$ cat src/ttmc_pkg.sv
// shared constants and types for the top-two margin confidence block
`timescale 1ns / 1ps
`default_nettype none

package ttmc_pkg;

  // logit format: signed, half of the bits are fraction
  localparam int LOGIT_WIDTH = 16;
  localparam int FRAC_BITS   = LOGIT_WIDTH / 2;
  localparam int IDX_SHIFT   = FRAC_BITS - 4;
  localparam int S_DATA_W    = ((LOGIT_WIDTH + 7) / 8) * 8;

  // confidence table
  localparam int TABLE_DEPTH = 256;
  localparam int TBL_AW      = $clog2(TABLE_DEPTH);
  localparam int CONF_W      = 16;
  localparam logic [CONF_W-1:0] FULL_SCALE = {CONF_W{1'b1}};

  // exp(-1/16) in Q0.32
  localparam logic [31:0] EXP_STEP_Q32 = 32'd4034748382;

  // queue between front and back
  localparam int QUEUE_DEPTH = 4;
  localparam int QPTR_W      = $clog2(QUEUE_DEPTH);
  localparam int QCNT_W      = $clog2(QUEUE_DEPTH + 1);

  typedef logic signed [LOGIT_WIDTH-1:0] logit_t;

  // finished vector handed from front to back
  typedef struct packed {
    logit_t best;
    logit_t second;
    logic   have_second;
  } vec_result_t;

  // table write port
  typedef struct packed {
    logic                en;
    logic [TBL_AW-1:0]   addr;
    logic [CONF_W-1:0]   data;
  } tbl_wr_t;

endpackage

`default_nettype wire

$ cat src/ttmc_table_gen.sv
// builds the sigmoid confidence table after reset, one entry per pass
`timescale 1ns / 1ps
`default_nettype none

module ttmc_table_gen (
  input  wire logic             clk,
  input  wire logic             rst,
  output ttmc_pkg::tbl_wr_t     tbl_wr,
  output logic                  table_ready
);
  import ttmc_pkg::*;

  typedef enum logic [2:0] {
    S_START,
    S_DIV,
    S_WRITE,
    S_EXP,
    S_DONE
  } state_t;

  localparam logic [48:0] TWO_48   = 49'h1_0000_0000_0000;
  localparam logic [32:0] ONE_Q32  = 33'h1_0000_0000;
  localparam logic [64:0] HALF_Q32 = 65'h8000_0000;

  state_t            state;
  logic [TBL_AW-1:0] idx;
  logic [32:0]       e_val;     // exp(-idx/16) in Q1.32
  logic [64:0]       prod;
  logic [33:0]       divisor;
  logic [33:0]       rem;
  logic [16:0]       num_lo;
  logic [16:0]       quot;
  logic [4:0]        bit_cnt;

  logic [33:0] d_val;
  logic [48:0] num_val;
  logic [34:0] div_shift;
  logic        div_ge;
  logic [64:0] exp_sum;

  // divisor, rounded numerator, one restoring divide step, exp update
  always_comb begin
    d_val     = {1'b0, ONE_Q32} + {1'b0, e_val};
    num_val   = TWO_48 + 49'(d_val >> 1);
    div_shift = {rem, num_lo[16]};
    div_ge    = div_shift >= {1'b0, divisor};
    exp_sum   = prod + HALF_Q32;
  end

  // sequencer: divide, write entry, step the exponential
  always_ff @(posedge clk) begin
    if (rst) begin
      tbl_wr.en   <= 1'b0;
      state       <= S_START;
      idx         <= '0;
      e_val       <= ONE_Q32;
      table_ready <= 1'b0;
    end else begin
      tbl_wr.en <= (state == S_WRITE);
      unique case (state)
        S_START: begin
          divisor <= d_val;
          rem     <= {2'b00, num_val[48:17]};
          num_lo  <= num_val[16:0];
          quot    <= '0;
          bit_cnt <= 5'd16;
          state   <= S_DIV;
        end
        S_DIV: begin
          rem     <= div_ge ? 34'(div_shift - {1'b0, divisor}) : div_shift[33:0];
          quot    <= {quot[15:0], div_ge};
          num_lo  <= {num_lo[15:0], 1'b0};
          bit_cnt <= bit_cnt - 5'd1;
          if (bit_cnt == 5'd0) begin
            state <= S_WRITE;
          end
        end
        S_WRITE: begin
          tbl_wr.addr <= idx;
          tbl_wr.data <= quot[16] ? FULL_SCALE : quot[CONF_W-1:0];
          prod        <= 65'(e_val * EXP_STEP_Q32);
          if (idx == TBL_AW'(TABLE_DEPTH - 1)) begin
            state <= S_DONE;
          end else begin
            state <= S_EXP;
          end
        end
        S_EXP: begin
          e_val <= exp_sum[64:32];
          idx   <= idx + TBL_AW'(1);
          state <= S_START;
        end
        S_DONE: begin
          table_ready <= 1'b1;
        end
        default: state <= S_START;
      endcase
    end
  end

endmodule

`default_nettype wire

$ cat config.mk
export PLATFORM = sky130hd
export DESIGN_NAME = ttmc_table_gen
export DESIGN_NICKNAME = d
export VERILOG_FILES = /design/src/ttmc_pkg.sv /design/src/ttmc_table_gen.sv
export SDC_FILE = /design/constraint.sdc
export NUM_CORES = 2
export LEC_CHECK = 0
export BUFFER_PORTS_ARGS = -buffer_cell sky130_fd_sc_hd__buf_2
export CAP_MARGIN = 20
export CORE_AREA = 2 2 270 272
export DETAILED_ROUTE_END_ITERATION = 10
export DIE_AREA = 0 0 272 274
export PLACE_DENSITY = 0.5
export SYNTH_ARGS = -nofsm -noshare
export SYNTH_HDL_FRONTEND = slang
export SYNTH_SLANG_ARGS = --single-unit
$ cat constraint.sdc
create_clock -name clk -period 9.1 [get_ports clk]
set_input_delay 0.91 -clock clk [delete_from_list [all_inputs] [get_ports clk]]
set_output_delay 0.91 -clock clk [all_outputs]
set_load 0.02 [all_outputs]
# Word-level counts from Yosys, hierarchy flattened
# Cells that the tools add are included.
# classes
addsub	6
multipliers	1
order_cmp	1
n_eq_ne	6
mux	8
bitwise_logic	2
reduce_logical	7
# ops
op	n
$pmux 17 s2	2
$pmux 34 s2	1
$add 65x32->65 const B	1
$mul 33x31->64 const B	1
$add 49x33->49 const A	1
$ge 35x34->1	1
$add 33x33->34 const A	1
$mux 34	1
$sub 34x34->34	1
$pmux 3 s4	1
$pmux 5 s2	1
$add 8x1->8 const B	1
$eq 8x8->1 const B	1
$reduce_and 2->1	4
$eq 3x2->1 const B	2
$mux 3	2
$logic_not 5->1	1
$sub 5x1->5 const B	1
$eq 3x1->1 const B	1
$eq 3x3->1 const B	1
$logic_not 3->1	1
$ne 2x2->1 const B	1
$not 1->1	2
$reduce_bool 2->1	1
# word_totals
regBits	241
input_bits	2
output_inout_bits	26
wordCells	44

# Depth between registers and ports, before layout
# logic_depth
word_depth	3
ltp_mapped	25
mapped_depth_nobuf	24

# Least setup slack after synthesis
# OpenSTA, ideal clock, no wires.
# synth_path
kind	input -> register
startpoint	in rst
endpoint	reg prod[31], enable pin
setup_time_ns	0.638
arrival_time_ns	7.108
t_required_ns	8.462
slack_ns	1.355
path_stages	2
n_path_buf	1
path_cell_list	clkbuf_1 -> nor4b_1
# synth_between
elab_chain_cells	2
# synth_rtl
item	line	text
start, declared	ttmc_table_gen.sv:7	input wire logic rst,
$not 1->1 (no source line)	--	
$reduce_and 2->1 (no source line)	--	
end signal, assigned	ttmc_table_gen.sv:81	prod <= 65'(e_val * EXP_STEP_Q32);
end, declared	ttmc_table_gen.sv:28	logic [64:0] prod;
# Every way passes these cells.
# A chain may end at the register's enable or synchronous reset.

# Final worst setup path
# layout_path
startpoint	reg e_val[22]
endpoint	reg prod[58], data pin
# layout_between
elab_chain_cells	1
# layout_rtl
item	line	text
start, declared	ttmc_table_gen.sv:27	logic [32:0] e_val;
start signal, assigned	ttmc_table_gen.sv:89	e_val <= exp_sum[64:32];
$mul 33x31->64	ttmc_table_gen.sv:81	
# Every way passes these cells.

==> results_dict.tcl <==
set metrics [dict create \
    status "completed" \
    use_met1 0.320 \
    cts_made_buffers 28 \
    start_util 0.395 \
    final_cell_area_um2 30800 \
    synth-edff-count 165 \
    critPathBufInv 2 \
    drt-total-wl_mm 82.8 \
    fp.dieW_um 272 \
    slowest_stage "fa_1" \
    ys_seq_elements 211 \
    synth_top_area_cell "fa_1" \
    finalSetupViolCount 0 \
    antenna_cells 0 \
    hold_violations 0 \
    core_um2 72000 \
    grt_pass1_vias 20700 \
    synthesis.area_um2 28400 \
    grt-busiest-layer "met2" \
    grt_pass1_wl_mm 129 \
    grt_util_all_layers 0.233 \
    cts-root-buf "clkbuf_16" \
    fp.dieH_um 274 \
    endpoint "prod[58]" \
    postSynth.asyncResetShare 0 \
    crit_type "reg -> reg" \
    drt_pass1_iterations 5 \
    min_from "table_ready" \
    path_common_cell "fa_1" \
    ys.flop_type "edfxtp_1" \
    relSlewSlack 0.315 \
    cts_resized 0 \
    ctsHoldBuffers 0 \
    place_hpwl_mm 72.2 \
    p_total_w 0.00860 \
    wl_per_cell_um 22.3 \
    start_kind "flop" \
    p_leak_nw 15.4 \
    cp_data_arrival_time_ns 8.60 \
    power_density_nw_per_um2 280 \
    cts_tree "built" \
    reg2reg_from "e_val[22]" \
    r2r_end "prod[58]" \
    met3_usage 0.0608 \
    reg2reg_depth 20 \
    drc 0 \
    post_cts_buffers 0 \
    yosys_warnings 0 \
    clk_pin_slew_ns 0.06 \
    required_ns 9.42 \
    area_delta_synth_final_pct 8.31 \
    antenna_left 0 \
    cp_max_fo 9 \
    place.gp.congestion 0.969 \
    pin_count 28 \
    finClkSkew_ns 0.0260 \
    worstPathCellList "inv_1 -> fa_1 -> fa_1 -> fa_1 -> fa_1 -> inv_1 -> fa_1 -> fa_1 -> fa_1 -> fa_1 -> ha_1 -> and3_1 -> and3_1 -> nand3_1 -> o211a_1 -> nand4_1 -> a21oi_1 -> o21ai_0 -> a311oi_1 -> xnor2_1" \
    synthesis.nets 3551 \
    ys_seq_area_frac 0.207 \
    portBuffers 27 \
    grt.met2_usage 0.371 \
    fmax_mhz 121 \
    critPathCaptureType "flop" \
    cts_buffer_depth 3 \
    grt_max_degree 74 \
    vias 18800 \
    core.rowCount 99 \
    crit_cells 20 \
    reg2reg_setup_slack_ns 0.83 \
    ir_worst_vdd_v 0.000323 \
    htree_levels 1 \
    clk_latency_ns 0.59 \
    period_needed_ns 8.27 \
    slowest_delay_ns 0.72 \
    rsz0062_at_grt "no" \
    crit_family "adder cells" \
    drtIter0Drc 1174 \
    drive_above_1_share 0.0524 \
    vias_per_cell 5.07 \
    dieArea_um2 74500 \
    tns_ns 0 \
    synthDistinctLibCells 73 \
    worst_slew_pin_slew_ns 1.03 \
    hold_path_class "reg -> reg" \
    avgSynthCellArea_um2 10.5 \
    synth.top_cell.area_share 0.334 \
    grt_overflow 0 \
    maxCapViolations 0 \
    yosys-top-cells-area "fa_1 33%, edfxtp_1 17%, ha_1 17%" \
    multi_input_area_um2 19800 \
    cp-startpoint "e_val[22]" \
    seq_area_um2 5880 \
    grt_antenna_before_repair 2 \
    cts_sinks 211 \
    place_area_um2 29700 \
    syn-instance-count 2693 \
    finalCritPeriodShare 0.909 \
    layout.nets 3582 \
    n_fill_cell 6900 \
    worstHoldPathCells 2 \
    slew_viol_final 0 \
]
==> worst min path at each step <==
stage | end | slack (ns)
finish | table_ready | 0.47
detailed placement | table_ready | 0.46
global placement | table_ready | 0.46
CTS | table_ready | 0.48
floorplan | tbl_wr[23] | 0.44
global route | tbl_wr[23] | 0.50
==> worst register-to-register path, cell delays in order, from the launching register on <==
cell	delay, ns
dfxtp_1	0.70
inv_1	0.24
fa_1	0.72
fa_1	0.51
fa_1	0.54
fa_1	0.57
inv_1	0.09
fa_1	0.51
fa_1	0.52
fa_1	0.53
fa_1	0.51
ha_1	0.35
and3_1	0.24
and3_1	0.22
nand3_1	0.12
o211a_1	0.23
nand4_1	0.19
a21oi_1	0.49
o21ai_0	0.25
a311oi_1	0.33
xnor2_1	0.14
==> kinds of logic after synthesis <==
logic type	after synthesis	synth area share
compound gates	343	0.0797
mux	26	0.00921
flops	211	0.207
xor+xnor	96	0.0296
buf+inv	718	0.0957
simple gates	443	0.0764
fa+ha+maj	856	0.502
==> power breakdown <==
part	internal [W]	total [W]	switching [W]	leakage (nW)
logic	0.00237	0.00600	0.00363	12.9
registers	0.00132	0.00139	0.0000772	1.96
clock network	0.000731	0.00121	0.000479	0.486
total	0.00441	0.00860	0.00419	15.4
==> flip-flops by register name, summed over array words and instances (netlist names) <==
| name | count |
|---|---|
| rem | 34 |
| e_val | 33 |
| num_lo | 17 |
| divisor | 34 |
| quot | 17 |
| prod | 34 |
| table_ready | 1 |
| idx | 8 |
| state | 3 |
| tbl_wr | 25 |
| bit_cnt | 5 |
==> per-layer routing <==
layer / wire, um / vias up / part of all wire
met5: 0 / - / 0
met1: 37000 / 9558 / 0.45
met2: 37900 / 398 / 0.46
met3: 5900 / 74 / 0.071
li1: - / 8760 / -
met4: 1950 / 0 / 0.024
==> Yosys cell counts (8+ instances only) <==
library cell,number
and2_1,26
a211oi_1,38
xor2_1,40
nand2_1,115
edfxtp_1,165
nand4_1,28
and3_1,21
a31oi_1,9
a21o_1,40
nor2_1,113
nor2b_1,17
a21oi_1,98
inv_1,666
or3_1,8
dfxtp_1,46
nor4_1,9
or2_2,18
xnor2_1,56
nor3_1,23
o21ai_1,15
o21a_1,9
o21ai_0,63
mux2i_1,25
o21bai_1,10
fa_1,474
ha_1,382
nand3_1,37
nand2b_1,8
clkbuf_1,42
==> area by class of cell <==
cell class,count,share of cell area
multi-input combinational,1764,0.645
tap,959,0.0390
timing repair buffer,53,0.0107
clock buffer,30,0.0237
sequential,211,0.191
clock inverter,22,0.00956
inverter,666,0.0813
==> cell usage in the layout (no fill, tap or decap), drive strengths merged, types with 6 or more instances in the layout <==
cell type	netlist	routed
clkbuf	44	30
o21ai	79	79
a2111oi	6	6
nand2b	8	8
nand2	115	115
nor3	23	23
a31oi	9	9
mux2i	25	25
buf	8	53
and3	21	21
inv	666	670
nor2b	17	17
a21oi	102	102
xor2	40	40
nor2	113	113
ha	382	382
or2	18	18
or3	8	8
dfxtp	46	46
fa	474	474
o21a	9	9
nor4	9	9
nand3	37	37
a211oi	38	38
o31ai	6	6
a21o	40	40
clkinv	0	8
edfxtp	165	165
nand4	28	28
and2	26	26
xnor2	56	56
o21bai	10	10
==> metrics by stage <==
stage | hold slack (ns) | utilization | setup WS, ns | std cells
global placement | 0.457 | 0.413 | 0.890 | 3653
finish | 0.471 | 0.427 | 0.828 | 3705
floorplan | 0.439 | - | 1.35 | 2693
detailed placement | 0.462 | 0.413 | 0.768 | 3653
global route | 0.502 | 0.427 | 0.477 | 3705
CTS | 0.476 | 0.427 | 0.747 | 3705
Power figures use the tool's default switching activity.
