$ cat src/ttmc_pkg.sv
// shared constants and types for the top-two margin confidence block
`timescale 1ns / 1ps
`default_nettype none

package ttmc_pkg;

  // logit format: signed, half of the bits are fraction
  localparam int LOGIT_WIDTH = 16;
  localparam int FRAC_BITS   = LOGIT_WIDTH / 2;
  localparam int IDX_SHIFT   = FRAC_BITS - 4;
  localparam int S_DATA_W    = ((LOGIT_WIDTH + 7) / 8) * 8;

  // confidence table
  localparam int TABLE_DEPTH = 256;
  localparam int TBL_AW      = $clog2(TABLE_DEPTH);
  localparam int CONF_W      = 16;
  localparam logic [CONF_W-1:0] FULL_SCALE = {CONF_W{1'b1}};

  // exp(-1/16) in Q0.32
  localparam logic [31:0] EXP_STEP_Q32 = 32'd4034748382;

  // queue between front and back
  localparam int QUEUE_DEPTH = 4;
  localparam int QPTR_W      = $clog2(QUEUE_DEPTH);
  localparam int QCNT_W      = $clog2(QUEUE_DEPTH + 1);

  typedef logic signed [LOGIT_WIDTH-1:0] logit_t;

  // finished vector handed from front to back
  typedef struct packed {
    logit_t best;
    logit_t second;
    logic   have_second;
  } vec_result_t;

  // table write port
  typedef struct packed {
    logic                en;
    logic [TBL_AW-1:0]   addr;
    logic [CONF_W-1:0]   data;
  } tbl_wr_t;

endpackage

`default_nettype wire

$ cat src/ttmc_back.sv
// output side: margin to table index, table read, output buffer
`timescale 1ns / 1ps
`default_nettype none

module ttmc_back (
  input  wire logic                        clk,
  input  wire logic                        rst,
  input  wire logic                        q_valid,
  input  wire ttmc_pkg::vec_result_t       q_head,
  output logic                             q_pop,
  output logic [ttmc_pkg::TBL_AW-1:0]      tbl_raddr,
  input  wire logic [ttmc_pkg::CONF_W-1:0] tbl_rdata,
  output logic                             m_axis_tvalid,
  input  wire logic                        m_axis_tready,
  output logic [ttmc_pkg::CONF_W-1:0]      m_axis_tdata   // confidence
);
  import ttmc_pkg::*;

  logic [LOGIT_WIDTH-1:0] margin;
  logic [LOGIT_WIDTH-1:0] idx_raw;

  logic        rd_valid;      // table read in flight
  logic        rd_single;     // vector had one element
  logic [CONF_W-1:0] out_mem [2];
  logic        out_wr_ptr;
  logic        out_rd_ptr;
  logic [1:0]  out_count;
  logic        drain;
  logic [2:0]  occ_after;

  // saturated table index from the top-two margin
  always_comb begin
    margin  = LOGIT_WIDTH'(q_head.best - q_head.second);
    idx_raw = margin >> IDX_SHIFT;
    if (32'(idx_raw) > 32'(TABLE_DEPTH - 1)) begin
      tbl_raddr = TBL_AW'(TABLE_DEPTH - 1);
    end else begin
      tbl_raddr = TBL_AW'(idx_raw);
    end
  end

  // pop only if the word will find room when its read data lands
  assign m_axis_tvalid = out_count != 2'd0;
  assign m_axis_tdata  = out_mem[out_rd_ptr];
  assign drain         = m_axis_tvalid && m_axis_tready;
  assign occ_after     = {1'b0, out_count} + {2'b00, rd_valid} - {2'b00, drain};
  assign q_pop         = q_valid && (occ_after <= 3'd1);

  // output buffer storage
  always_ff @(posedge clk) begin
    if (rd_valid) begin
      out_mem[out_wr_ptr] <= rd_single ? FULL_SCALE : tbl_rdata;
    end
    if (q_pop) begin
      rd_single <= !q_head.have_second;
    end
  end

  // read tracking and buffer control
  always_ff @(posedge clk) begin
    if (rst) begin
      rd_valid   <= 1'b0;
      out_wr_ptr <= 1'b0;
      out_rd_ptr <= 1'b0;
      out_count  <= 2'd0;
    end else begin
      rd_valid <= q_pop;
      if (rd_valid) begin
        out_wr_ptr <= !out_wr_ptr;
      end
      if (drain) begin
        out_rd_ptr <= !out_rd_ptr;
      end
      unique case ({rd_valid, drain})
        2'b10:   out_count <= out_count + 2'd1;
        2'b01:   out_count <= out_count - 2'd1;
        default: out_count <= out_count;
      endcase
    end
  end

endmodule

`default_nettype wire

$ cat config.mk
export PLATFORM = sky130hd
export DESIGN_NAME = ttmc_back
export DESIGN_NICKNAME = d
export VERILOG_FILES = /design/src/ttmc_pkg.sv /design/src/ttmc_back.sv
export SDC_FILE = /design/constraint.sdc
export NUM_CORES = 1
export LEC_CHECK = 0
export BUFFER_PORTS_ARGS = -buffer_cell sky130_fd_sc_hd__buf_2
export CAP_MARGIN = 20
export CORE_MARGIN = 8
export CORE_UTILIZATION = 51
export CTS_CLUSTER_DIAMETER = 150
export DETAILED_ROUTE_END_ITERATION = 10
export GPL_ROUTABILITY_DRIVEN = 1
export PLACE_DENSITY = 0.93
export SLEW_MARGIN = 20
export SYNTH_ARGS = -nofsm -noshare
export SYNTH_HDL_FRONTEND = slang
export SYNTH_SLANG_ARGS = --single-unit
$ cat constraint.sdc
create_clock -name clk -period 3 [get_ports clk]
set_input_delay 0.3 -clock clk [delete_from_list [all_inputs] [get_ports clk]]
set_output_delay 0.3 -clock clk [all_outputs]
set_load 0.1 [all_outputs]
### Word level (Yosys, flattened, before mapping)

Memories as Yosys holds them, arrays and structs flattened. A register that Yosys moved wholly into a read port is not among the register bits.
Cells that the tools add are included.

| word-level totals | value |
|---|---|
| register bits after elaboration | 6 |
| memory bits (writable) | 32 |
| memories | 1 |
| logic and storage cells | 29 |
| input bits | 53 |
| output and inout bits | 26 |

| operators by class | value |
|---|---|
| magnitude comparators | 2 |
| muxes and demuxes | 7 |
| add/subtract/negate cells | 5 |
| reductions and logical operators | 7 |
| equal/unequal tests | 2 |

Memory list:

| memory | words | bits a word | rd ports | clocked after memory_dff | wr ports | line | RTL |
|---|---|---|---|---|---|---|---|
| out_mem | 2 | 16 | 1 | 1 | 1 | ttmc_back.sv:24 | `logic [CONF_W-1:0] out_mem [2];` |

Operator list:

| operator | count |
|---|---|
| 16-bit two-way mux | 1 |
| 16-bit subtractor | 1 |
| 12-bit by 8-bit > comparator with 1-bit output, second input constant | 1 |
| 8-bit two-way mux | 1 |
| 1-bit two-way mux | 4 |
| 2-bit case mux with 2 select lines | 1 |
| 2-bit nonzero test | 2 |
| 2-bit by 1-bit adder with 3-bit output | 1 |
| 3-bit by 1-bit less-or-equal comparator with 1-bit output, second input constant | 1 |
| 1-bit logical NOT | 3 |
| 3-bit by 1-bit subtractor with 3-bit output | 1 |
| 2-bit by 1-bit adder with 2-bit output, second input constant | 1 |
| 2-bit by 1-bit == test with 1-bit output, second input constant | 1 |
| 2-bit == test, second input constant | 1 |
| 1-bit logical AND | 2 |
| 2-bit by 1-bit subtractor with 2-bit output, second input constant | 1 |

### Longest topological paths before layout

| depth | value |
|---|---|
| word-level depth | 5 |
| gate-level depth with buffers | 10 |
| depth with buffers taken out | 10 |

### Worst setup path after synthesis

Ideal clock, no wire load.

| timing path | value |
|---|---|
| path kind | register -> register |
| start point | register out_count[1] |
| end point | register rd_single (enable) |
| arrival | 2.954 ns |
| data required time | 2.609 ns |
| stages on the path, launching flop included | 10 |
| buffers on the path | 0 |
| clock period less this slack | 3.345 ns |
| path slack | -0.345 ns |
| library setup time | 0.391 ns |
| cell sequence | dfxtp_1 -> or2_2 -> and2_1 -> ha_1 -> inv_1 -> ha_1 -> inv_1 -> fa_1 -> xnor2_1 -> and3_1 |

| on the way | value |
|---|---|
| cells in the longest elaborated chain, start to end | 5 |
| elaborated cells between the ends (all ways) | 6 |
| those cells by class | add/sub (2); order compare (1); reduce/logical (3) |

Ends and longest elaborated chain:

| element | line | RTL |
|---|---|---|
| start, declared | ttmc_back.sv:27 | `logic [1:0] out_count;` |
| start signal, assigned | ttmc_back.sv:75 | `2'b10: out_count <= out_count + 2'd1;` |
| start signal, assigned | ttmc_back.sv:76 | `2'b01: out_count <= out_count - 2'd1;` |
| start signal, assigned | ttmc_back.sv:77 | `default: out_count <= out_count;` |
| 2-bit nonzero test | ttmc_back.sv:43 | `assign m_axis_tvalid = out_count != 2'd0;` |
| named net m_axis_tvalid | ttmc_back.sv:13 | `output logic m_axis_tvalid,` |
| 1-bit logical AND | ttmc_back.sv:45 | `assign drain = m_axis_tvalid && m_axis_tready;` |
| named net drain | ttmc_back.sv:28 | `logic drain;` |
| 3-bit by 1-bit subtractor with 3-bit output | ttmc_back.sv:46 | `assign occ_after = {1'b0, out_count} + {2'b00, rd_valid} - {2'b00, drain};` |
| 3-bit by 1-bit less-or-equal comparator with 1-bit output | ttmc_back.sv:47 | `assign q_pop = q_valid && (occ_after <= 3'd1);` |
| 1-bit logical AND | ttmc_back.sv:47 |  |
| named net q_pop | ttmc_back.sv:10 | `output logic q_pop,` |
| end signal, assigned | ttmc_back.sv:55 | `rd_single <= !q_head.have_second;` |
| end, declared | ttmc_back.sv:23 | `logic rd_single;` |

The timed path passes the listed nets, and every way through them passes these cells.
A chain may end at the register's enable or synchronous reset.

### Worst setup path in the final report

| timing path | value |
|---|---|
| start point | input q_head[3] (netlist name) |
| end point | output tbl_raddr[7] (netlist name) |

| on the way | value |
|---|---|
| cells in the longest elaborated chain, start to end | 3 |

Ends and longest elaborated chain:

| element | line | RTL |
|---|---|---|
| start, declared | ttmc_back.sv:9 | `input wire ttmc_pkg::vec_result_t q_head,` |
| 16-bit subtractor * | ttmc_back.sv:33 | `margin = LOGIT_WIDTH'(q_head.best - q_head.second);` |
| 12-bit by 8-bit > comparator with 1-bit output | ttmc_back.sv:35 | `if (32'(idx_raw) > 32'(TABLE_DEPTH - 1)) begin` |
| 8-bit two-way mux * | ttmc_back.sv:35 |  |
| end, declared | ttmc_back.sv:11 | `output logic [ttmc_pkg::TBL_AW-1:0] tbl_raddr,` |

Mark *: on every way between the ends. The rest lies on a longest branch, timed or not.

==> impl_results.md <==
- Status: completed
- Commonest cells after routing, fill and taps aside: buf_2 (69), edfxtp_1 (33), inv_1 (19), or2_2 (17), ha_1 (17)
- Worst vdd ir: 0.687 mV
- DP HPWL: 4.21 mm
- # clock sinks: 39
- Worst slew pin tran: 736 ps
- Cells after Synth: 215
- Die area: 7120 um2
- Htree depth: 2
- Clk buf depth: 2
- Largest net degree at the start of global routing: 17
- Final Max Slew Viols: 0
- Most used DFF post-synth: edfxtp_1
- Die Ht: 84.4 um
- RD Place Congestion: 0.821
- Cell Area, Synth: 2390 um2
- Synth top area share: 41.5%
- Clock latency on the worst-skew pair: 270 ps
- DRT Pass-1 Iters: 4
- Drc violations: 0
- Via count: 1,857
- Finish-stage setup viols: 0
- Num rows: 25
- Top Ports: 79
- RR Startpoint: out_count[1]$_SDFFE_PP0P_
- Unique cell type count in the Yosys netlist: 41
- Clock root cell: clkbuf_8
- Post-synthesis register bit count: 39
- Vias in the first global route: 1,938
- Total wire length: 5.23 mm
- Hold buffer count at CTS: 0
- Initial antenna violation count: 0
- Design area: 3050 um2
- Worst min path class: input port to flip-flop
- Final antenna-violating net count: 0
- PD cells: 906 nW/um2
- Yosys top cell by area: edfxtp_1
- Final Hold Viols: 0
- Fin crit share: 94.9%
- Grt total ovfl: 0
- CP required: 2700 ps
- Post-synth EDFFs: 33
- CTS tree: done
- Maximum Capacitance Violations: 0
- Design Power: 0.00277 W
- Crit path DAT: 2550 ps
- Sequential fraction of the synthesis area: 46.6%
- Asr flop ratio synth: 0%
- Diode count: 0
- P&R area growth vs syn: 27.9%
- Cell leakage power: 1.29 nW
- Critical hold path startpoint: rst
- Placed Area: 2950 um2
- Clock skew: 4.36 ps
- Total track usage: 14.8%
- Starting density of the core: 51.5%
- YS warnings: 0
- Nets@finish: 368
- CP startpoint kind: input port
- Reg clk slew, reported paths: 70 ps
- Max Clock Freq: 0.351 GHz
- CP max FO: 8
- Crit. End Element: output pin
- Crit path time final: 2850 ps
- WHS: 262 ps
- 1st-iter DRT viols: 71
- Commonest non-fill, non-tap cell in the layout: buf_2
- Unrepaired setup endpoints after global routing: false
- Port buffer count: 78
- Synth Net Count: 286
- Core area: 4630 um2
- CP startpoint: q_head[3]
- First-pass GRT wire length: 8.65 mm
- DR vias/cell: 5.28
- Sum Neg Setup Slack: 0 ps
- Layout cell share with drive strength beyond 1: 44.0%
- Area contributors post-synth: edfxtp_1 (42%), ha_1 (8.9%), mux2_2 (7.6%)
- Die W: 84.4 um
- Synth Area per Inst: 11.1 um2
- Cts bufs inserted: 5
- Routed wire length per instance: 14.9 um
- Max-slew headroom: 51.0%
- Setup Crit Path Kind: input port to output pin
logic make-up after synthesis:
group | Yosys count | share of synthesized area [%]
AO/OA/AOI/OAI | 38 | 11.2
XOR/XNOR | 15 | 5.51
adder cells (fa/ha/maj) | 18 | 9.75
buffers and inverters | 25 | 4.88
flip-flops | 39 | 46.6
multiplexers | 17 | 7.97
AND/OR/NAND/NOR | 63 | 14.1
what timing repair did:
action	CTS	global route
setup buffers	1	0
endpoints found under the setup margin	2	9
resized for setup	0	3
pin swaps	1	0
final cells by class:
| class | instances | area [um2] |
|---|---|---|
| sequential | 39 | 1110 |
| multi-input combinational | 151 | 1170 |
| inverter | 19 | 71.3 |
| clock buffer | 7 | 76.3 |
| tap | 54 | 67.6 |
| clock inverter | 1 | 5.00 |
| fill | 359 | 1580 |
| timing repair buffer | 81 | 548 |
critical path, stage by stage:
cell and delay (ps):
buf_2 80, inv_1 30, ha_1 280, nand2_1 50
o21ai_1 280, a21oi_1 180, nor4b_2 310, o21ai_1 180
a2111oi_4 360, buf_4 200, nand2_1 110, buf_12 180
routing by layer:
layer  track usage, %  share of wire (%)  vias to the layer above
met3             4.39                5.3                        6
met4             4.37                1.4                        0
met2             28.1                 54                       58
li1                 -                  -                      917
met1             15.1                 39                      876
met5                0                  0                        -
per-stage QoR:
step           setup slack (ps)  std cells  util [%]
2_1_floorplan              52.6        215         -
3_3_place_gp               74.1        343      63.8
3_5_place_dp              -6.32        343      63.8
4_1_cts                    65.0        352      65.7
5_1_grt                    18.1        352      65.9
6_report                    152        352      65.9
report_power, final:
| part | total (W) | internal [W] | switching (W) |
|---|---|---|---|
| sequential | 0.000843 | 0.000751 | 0.0000921 |
| clock | 0.000321 | 0.000163 | 0.000158 |
| combinational | 0.00160 | 0.000446 | 0.00116 |
sequential cells by signal (all words and copies together) (netlist names), named ones only:
name / cells
out_mem: 32
out_count: 2
out_rd_ptr: 1
out_wr_ptr: 1
rd_single: 1
rd_valid: 1
synth_stat cells (all sizes together) (2+ instances only):
library cell	count
a2111oi	2
a211oi	2
a21o	2
a21oi	16
and2	3
buf	3
clkbuf	3
dfxtp	6
edfxtp	33
ha	17
inv	19
mux2	16
nand2	16
nand3	3
nand4	3
nor2	9
nor2b	5
o21ai	8
o21bai	2
or2	17
or3	3
xnor2	10
xor2	5
worst paths after layout:
check | end | slack, ps | depth (start not counted)
max | tbl_raddr[7] | 150 | 12
min | out_count[1]$_SDFFE_PP0P_ | 260 | 2
max reg2reg | rd_single$_DFFE_PP_ | 640 | 9
min reg2reg | out_count[1]$_SDFFE_PP0P_ | 520 | 2
No activity file was read; power rests on OpenSTA's default activity.
