<file path="src/ttmc_pkg.sv">
// shared constants and types for the top-two margin confidence block
`timescale 1ns / 1ps
`default_nettype none

package ttmc_pkg;

  // logit format: signed, half of the bits are fraction
  localparam int LOGIT_WIDTH = 16;
  localparam int FRAC_BITS   = LOGIT_WIDTH / 2;
  localparam int IDX_SHIFT   = FRAC_BITS - 4;
  localparam int S_DATA_W    = ((LOGIT_WIDTH + 7) / 8) * 8;

  // confidence table
  localparam int TABLE_DEPTH = 256;
  localparam int TBL_AW      = $clog2(TABLE_DEPTH);
  localparam int CONF_W      = 16;
  localparam logic [CONF_W-1:0] FULL_SCALE = {CONF_W{1'b1}};

  // exp(-1/16) in Q0.32
  localparam logic [31:0] EXP_STEP_Q32 = 32'd4034748382;

  // queue between front and back
  localparam int QUEUE_DEPTH = 4;
  localparam int QPTR_W      = $clog2(QUEUE_DEPTH);
  localparam int QCNT_W      = $clog2(QUEUE_DEPTH + 1);

  typedef logic signed [LOGIT_WIDTH-1:0] logit_t;

  // finished vector handed from front to back
  typedef struct packed {
    logit_t best;
    logit_t second;
    logic   have_second;
  } vec_result_t;

  // table write port
  typedef struct packed {
    logic                en;
    logic [TBL_AW-1:0]   addr;
    logic [CONF_W-1:0]   data;
  } tbl_wr_t;

endpackage

`default_nettype wire

</file>
<file path="src/ttmc_queue.sv">
// short queue of finished vectors between front and back
`timescale 1ns / 1ps
`default_nettype none

module ttmc_queue (
  input  wire logic                  clk,
  input  wire logic                  rst,
  input  wire logic                  push,
  input  wire ttmc_pkg::vec_result_t wdata,
  output logic                       full,
  input  wire logic                  pop,
  output logic                       valid,
  output ttmc_pkg::vec_result_t      head
);
  import ttmc_pkg::*;

  vec_result_t       mem [QUEUE_DEPTH];
  logic [QPTR_W-1:0] wr_ptr;
  logic [QPTR_W-1:0] rd_ptr;
  logic [QCNT_W-1:0] count;

  assign full  = count == QCNT_W'(QUEUE_DEPTH);
  assign valid = count != '0;
  assign head  = mem[rd_ptr];

  // storage
  always_ff @(posedge clk) begin
    if (push) begin
      mem[wr_ptr] <= wdata;
    end
  end

  // pointers and fill count
  always_ff @(posedge clk) begin
    if (rst) begin
      wr_ptr <= '0;
      rd_ptr <= '0;
      count  <= '0;
    end else begin
      if (push) begin
        wr_ptr <= wr_ptr + QPTR_W'(1);
      end
      if (pop) begin
        rd_ptr <= rd_ptr + QPTR_W'(1);
      end
      unique case ({push, pop})
        2'b10:   count <= count + QCNT_W'(1);
        2'b01:   count <= count - QCNT_W'(1);
        default: count <= count;
      endcase
    end
  end

endmodule

`default_nettype wire

</file>
<file path="config.mk">
export PLATFORM = sky130hd
export DESIGN_NAME = ttmc_queue
export DESIGN_NICKNAME = d
export VERILOG_FILES = /design/src/ttmc_pkg.sv /design/src/ttmc_queue.sv
export SDC_FILE = /design/constraint.sdc
export NUM_CORES = 1
export LEC_CHECK = 0
export BUFFER_PORTS_ARGS = -buffer_cell sky130_fd_sc_hd__buf_2
export CELL_PAD_IN_SITES_DETAIL_PLACEMENT = 1
export CELL_PAD_IN_SITES_GLOBAL_PLACEMENT = 1
export CORE_ASPECT_RATIO = 1.2
export CORE_MARGIN = 3
export CORE_UTILIZATION = 47
export CTS_BUF_LIST = sky130_fd_sc_hd__clkbuf_4
export CTS_CLUSTER_DIAMETER = 150
export CTS_CLUSTER_SIZE = 28
export DETAILED_ROUTE_END_ITERATION = 16
export GPL_TIMING_DRIVEN = 0
export PLACE_DENSITY_LB_ADDON = 0.1
export SYNTH_ARGS = -nofsm -noshare
export SYNTH_HDL_FRONTEND = slang
export SYNTH_SLANG_ARGS = --single-unit
</file>
<file path="constraint.sdc">
create_clock -name clk -period 1.8 [get_ports clk]
set_clock_uncertainty 0.2 [all_clocks]
set_input_delay 0.09 -clock clk [delete_from_list [all_inputs] [get_ports clk]]
set_output_delay 0.09 -clock clk [all_outputs]
set_load 0.01 [all_outputs]
</file>
Word-level counts from Yosys, hierarchy flattened:

Memories as Yosys holds them, arrays and structs flattened. A register that Yosys moved wholly into a read port is not among the register bits.
Cells that the tools add are included.

* $add $sub $neg: 4
* multiply operators: 0
* divide/modulo/power cells: 0
* order comparisons: 0
* eq/ne operators: 3
* shift operators: 0
* mux-type cells: 5
* bitwise operators: 0
* reductions and logical operators: 2

Operators by type and width (count)
* 3-bit case mux with 2 select lines: 1
* 2-bit by 1-bit adder with 2-bit output (second input constant): 2
* 2-bit 2-to-1 mux: 2
* 3-bit by 1-bit adder with 3-bit output (second input constant): 1
* 3-bit equality test (second input constant): 1
* 3-bit nonzero test: 1
* 3-bit by 1-bit subtractor with 3-bit output (second input constant): 1
* 2-bit by 1-bit equality test with 1-bit output (second input constant): 1
* 2-bit equality test (second input constant): 1
* 1-bit 2-to-1 mux: 2
* 2-bit nonzero test: 1

* flip-flop bits (word level): 7
* bits in latches: 0
* bits in writable memories: 132
* bits in read-only memories: 0
* output and inout port bits: 35
* logic and storage cells: 18
* memories: 1

Memory list
* mem: words 4, width 33, rd ports 1, clocked after memory_dff 1, write ports 1, line ttmc_queue.sv:17 `vec_result_t mem [QUEUE_DEPTH];`

Longest topological paths before layout:

Gate-level depths: netlist of run 1.

* depth after elaboration: 3
* mapped depth: 6
* gate-level depth less buffers: 6

Worst setup path before layout of run 1:

Ideal clock, no wire load.

* kind: flip-flop to flip-flop
* start: reg wr_ptr[0]
* end: mem mem[2][0] (netlist bit), enable pin
* setup time: 393 ps
* arrival: 1354 ps
* required time: 1207 ps
* slack: -147 ps
* cell stages (with the launch flop): 4
* buffers on the path: 0
* period minus slack after synthesis: 1947 ps
* path through: dfxtp_1 -> inv_1 -> ha_1 -> and2_1

RTL lines
* start, declared: line ttmc_queue.sv:18 `logic [QPTR_W-1:0] wr_ptr;`
* start signal, assigned: line ttmc_queue.sv:41 `wr_ptr <= wr_ptr + QPTR_W'(1);`
* end, declared: line ttmc_queue.sv:17

Straight into the memory's write port.

==> results of run 1 <==
[worst paths after layout]
path / startpoint / end / slack (ps) / depth (start not counted)
max: flop / head[32] / -310 / 4
min: push / mem[3][15] / 50 / 2
max reg2reg: wr_ptr[0] / mem[3][24] / 100 / 2
min reg2reg: count[2] / count[2] / 300 / 2
[per-layer routing]
metal	global-route usage [%]	part of all wire [%]	vias up
met5	0	0	-
met4	7.38	1.3	0
met3	4.52	4.3	11
met2	27.8	53	66
met1	19.4	42	1286
li1	-	-	1153
[layout by cell type, fill, tap and decap left out, drive strengths merged]
cell type and count:
a21oi 1, and2 4, buf 79, bufinv 1, clkbuf 27, clkinv 3, dfxtp 9, dlygate4sd3 38
dlymetal6s4s 1, edfxtp 132, fa 1, ha 5, inv 3, mux2i 2, mux4 33, nand2 1
nor2 7, nor3b 1, o21ai 1, or3 2, xnor2 3, xor2 2
[flip-flops by register name, summed over array words and instances (netlist names), named ones only]
signal / flops
wr_ptr: 2
rd_ptr: 2
count: 3
mem: 132
[per-stage QoR]
| stage | cells | instance area (um2) | hold WS (ps) |
|---|---|---|---|
| 4_1_cts | 481 | 6480 | 12.4 |
| 2_1_floorplan | 216 | 5240 | -11.1 |
| 5_1_grt | 485 | 6640 | 11.2 |
| 3_5_place_dp | 415 | 5750 | 110 |
| 3_3_place_gp | 415 | 5750 | 103 |
| 6_report | 485 | 6640 | 47.7 |
[power by group]
| part | leakage, nW | internal, mW | switching [mW] |
|---|---|---|---|
| logic | 0.906 | 0.555 | 0.422 |
| registers | 1.29 | 3.75 | 0.0541 |
| clock network | 0.134 | 0.757 | 0.964 |
| total | 2.33 | 5.07 | 1.44 |
[kinds of logic after synthesis]
kind of cell / share of synthesized area [%]
and+or+nand+nor: 1.43
adders and majority gates: 1.58
muxes: 14.8
buffers and inverters: 2.01
AOI/OAI and AO/OA: 0.191
xor gates and xnor gates: 0.837
DFF: 79.2
[critical path, delay by kind of cell (launching register included)]
family / cells / cell delay [ps]
DFF: 1 / 360
muxes: 1 / 500
buffers and inverters: 3 / 460
[what timing repair did]
item / CTS / global route
setup buffers: 1 / 0
endpoints found under the hold margin: 141 / 1
hold buffers: 37 / 2
setup endpoints to repair: 165 / 34
gates cloned: 1 / 2
gates resized for setup: 30 / 16
[area by class of cell]
class / instances / area, um2
Fill cell: 920 / 4040
Clock buffer: 24 / 180
Buffer: 8 / 106
Timing Repair Buffer: 113 / 1000
Clock inverter: 4 / 43.8
Multi-Input combinational cell: 63 / 985
Sequential cell: 141 / 4150
Inverter: 3 / 11.3
Tap cell: 129 / 161
==> summary.md, run 1 <==
| Metric | Value |
|---|---|
| Status | complete, but fails checks |
| Failing checks | setup timing |
| Ys Warns | 0 |
| Setup_tns | -9590 ps |
| Ant diodes | 0 |
| Setup crit start kind | flop |
| Clock transition at path regs | 110 ps |
| CP endpoint kind | output pin |
| Data required time of the worst path | 1510 ps |
| Rows | 41 |
| Synth area leaders | edfxtp_1 76%, mux4_2 13%, dfxtp_1 3.4% |
| Mean Syn Cell Area | 24.2 um2 |
| Static leakage | 2.33 nW |
| Worst-Margin Slew | 542 ps |
| Cts bufs inserted | 17 |
| Count of pins over their slew limit | 0 |
| First-pass GRT wire length | 14.4 mm |
| Clk root buf | clkbuf_4 |
| Register area share after synthesis | 79.2% |
| Crit Path Category | flop to output pin |
| CTS H-tree depth | 4 |
| Post-synthesis async set-or-reset flop share | 0% |
| WP data arrival | 1820 ps |
| Post-route setup slack | -315 ps |
| Synth top area share | 75.7% |
| Crit-path cells | buf_12, clkbuf_16, mux4_2, buf_6 |
| Initial Util | 49.1% |
| Wire per inst | 19.8 um |
| CP max stage cell | mux4_2 |
| Achievable frequency | 473 MHz |
| DRT Wirelength | 9.62 mm |
| #FFs+latches synth | 141 |
| CP max FO | 7 |
| 1st-iter DRT viols | 134 |
| Post-Synthesis Cells | 216 |
| Chip Height | 122 um |
| Post-DP HPWL | 5.46 mm |
| Die W | 102 um |
| Place WS | -188 ps |
| Synth top cells by count | 132 x edfxtp_1, 30 x mux4_2, 9 x dfxtp_1, 7 x nor2_1, 5 x ha_1 |
| Crit-path max cell delay | 500 ps |
| Clock Latency Late Sink | 500 ps |
| Total power draw | 6.50 mW |
| Layout area overhead | 26.7% |
| Post-synthesis cell type with the largest combined area | edfxtp_1 |
| GP Congestion | 0.663 |
| Mapped Nets | 259 |
| Clock Path Buffers | 2 |
| Initial antenna violation count | 0 |
| Fraction of the cycle the final worst path needs | 117% |
| Die area | 12,400 um2 |
| EDFF count, synth | 132 |
| Min-Delay Path Class | input pin to flop |
| Dominant synthesized flop cell | edfxtp_1 |
| Vias | 2,516 |
| Synth unique cells | 21 |
| Sink Count | 141 |
| TritonRoute pass-1 iters | 4 |
| Final setup violation count | 33 |
| Fraction of layout cells with a size suffix above 1 | 41.3% |
| GR Util All Layers | 16.4% |
| Syn Std Cell Area | 5240 um2 |
| Crit path time final | 2110 ps |
| CTS tree | yes |
| Maximum vdd drop | 605 uV |
| Final Util | 62.2% |
| RSZ-0062 raised after global routing | true |
| Final Hold Viols | 0 |
| Count leader, synth | edfxtp_1 |
| Post-DRT Antenna Nets | 0 |
| Slew margin rel. | 63.8% |
| Vias per Instance | 5.19 |
| I/O Buffers | 70 |
| Area of the core | 10,700 um2 |
| Max-Cap Viols | 0 |
| Boundary Pins | 72 |
| Via count of the first global-routing pass | 2,726 |
| Grt ovf | 0 |
| Largest net degree at the start of global routing | 34 |
| PD cells | 980 nW/um2 |
| DRC | 0 |
| Post-layout nets | 390 |
Note: power is estimated with default switching activity, not from simulation.
==> run 2, diff against run 1 <==
--- a/config.mk
+++ b/config.mk
@@ -8,7 +8,7 @@
 export BUFFER_PORTS_ARGS = -buffer_cell sky130_fd_sc_hd__buf_2
 export CELL_PAD_IN_SITES_DETAIL_PLACEMENT = 1
 export CELL_PAD_IN_SITES_GLOBAL_PLACEMENT = 1
-export CORE_ASPECT_RATIO = 1.2
+export CORE_ASPECT_RATIO = 0.6
 export CORE_MARGIN = 3
 export CORE_UTILIZATION = 47
 export CTS_BUF_LIST = sky130_fd_sc_hd__clkbuf_4
==> summary.md, run 2 (same netlist as run 1, synthesis figures left out) <==
| Metric | Value |
|---|---|
| GP Congestion | 0.660 |
| PD cells | 1020 nW/um2 |
| Max FFs per register | 132 |
| Final setup violation count | 33 |
| Hold_sp | wdata[7] |
| Final instance area | 6710 um2 |
| Crit path time final | 2160 ps |
| I/O Buffers | 70 |
| Die W | 142 um |
| Min-Delay Path Depth | 2 |
| Post-Layout Cell Count | 498 |
| Worst path most repeated cell | buf_12 |
| Chip Height | 87.8 um |
| Ant diodes | 0 |
| Vias | 2,523 |
| Crit-path cells | buf_12, buf_12, mux4_2, buf_6 |
| Post-DRT Antenna Nets | 0 |
| Via count of the first global-routing pass | 2,836 |
| Layout area overhead | 28.2% |
| Crit-path max cell delay | 550 ps |
| CTS H-tree depth | 4 |
| Failing checks | setup timing |
| Initial antenna violation count | 0 |
| Min-Delay Path Class | input pin to flop |
| CTS tree | yes |
| Worst path top cell family by delay | multiplexers |
| Largest net degree at the start of global routing | 34 |
| Maximum vdd drop | 633 uV |
| Setup crit start kind | flop |
| Final Hold Viols | 0 |
| Initial Util | 48.9% |
| Fraction of the cycle the final worst path needs | 120% |
| Grt ovf | 0 |
| Sink Count | 141 |
| 1st-iter DRT viols | 121 |
| Clk root buf | clkbuf_4 |
| Bufs and invs on worst path | 3 |
| Clock Latency Late Sink | 510 ps |
| Largest registers | mem x132, count x3 |
| GR Util All Layers | 16.9% |
| Count of pins over their slew limit | 0 |
| Register-to-register setup slack | 130 ps |
| Static leakage | 2.34 nW |
| Most frequent cells in the layout | 132 x edfxtp_1, 42 x buf_2, 37 x dlygate4sd3_1 |
| Achievable frequency | 464 MHz |
| DRC | 0 |
| WP data arrival | 1870 ps |
| Wire per inst | 20.5 um |
| Boundary Pins | 72 |
| Area after DPL | 5760 um2 |
| CP endpoint kind | output pin |
| Total power draw | 6.85 mW |
| Status | complete, but fails checks |
| Post-route setup slack | -356 ps |
| Slew margin rel. | 65.4% |
| CP max stage cell | mux4_2 |
| Cts bufs inserted | 17 |
| Post-DP HPWL | 5.71 mm |
| Top reg by flops | mem |
| Max-Cap Viols | 0 |
| Crit Path Category | flop to output pin |
| Clock Path Buffers | 2 |
| R2R Path End | mem[2][1] |
| Clock transition at path regs | 110 ps |
| Worst-Margin Slew | 519 ps |
| Hold Path End | mem[2][7] |
| Die area | 12,500 um2 |
| Fraction of layout cells with a size suffix above 1 | 41.5% |
| Area of the core | 10,700 um2 |
| Most common cell after layout, fill and taps aside | edfxtp_1 |
| Min Hold Slack | 128 ps |
| Placed Cells | 425 |
| Data required time of the worst path | 1510 ps |
| TritonRoute pass-1 iters | 4 |
| Post-layout nets | 390 |
| Final Util | 62.7% |
| Rows | 29 |
| Vias per Instance | 5.07 |
| DRT Wirelength | 10.2 mm |
| Reg2reg start | wr_ptr[0] |
| RSZ-0062 raised after global routing | true |
| First-pass GRT wire length | 15.4 mm |
| R2R depth | 3 |
| CP max FO | 9 |
run 2: layer usage:
layer | up-vias | share of wire, % | GRT usage (%)
met2 | 53 | 48 | 26.7
li1 | 1168 | - | -
met5 | - | 0 | 0
met4 | 0 | 0.83 | 5.49
met3 | 8 | 3.5 | 5.13
met1 | 1294 | 48 | 23.1
run 2: final cells by class:
class | count | area (um2)
Inverter | 3 | 11.3
Multi-Input combinational cell | 64 | 1000
Sequential cell | 141 | 4150
Buffer | 8 | 106
Tap cell | 139 | 174
Timing Repair Buffer | 112 | 988
Clock buffer | 18 | 135
Fill cell | 905 | 4000
Clock inverter | 13 | 149
run 2: worst max-delay path by stage:
stage                            end  startpoint  slack [ps]  cells past startpoint
final                       head[14]        flop        -360                      4
after global routing        head[14]        flop        -460                      4
after CTS                   head[14]        flop        -420                      4
after detailed placement  mem[0][21]   wr_ptr[0]        -180                      3
after global placement    mem[0][18]   wr_ptr[0]        -160                      3
after floorplan            mem[2][0]   wr_ptr[0]         200                      3
run 2: power by group:
group | switching [mW] | leakage (nW) | internal, mW
Sequential | 0.0557 | 1.29 | 3.75
Clock | 1.09 | 0.151 | 0.956
Combinational | 0.436 | 0.902 | 0.558
run 2: repair_timing:
item | in CTS | in global routing
hold buffers | 37 | 0
setup buffers | 2 | 0
endpoints found under the hold margin | 141 | 0
pin swaps | 0 | 0
endpoints found under the setup margin | 165 | 38
gates resized for setup | 30 | 16
gates cloned | 1 | 3
run 2: metrics by stage:
step	setup slack [ps]	setup TNS [ps]
final	-356	-10380
after global routing	-459	-13980
after CTS	-422	-12060
after detailed placement	-182	-20240
after global placement	-160	-17600
after floorplan	196	0
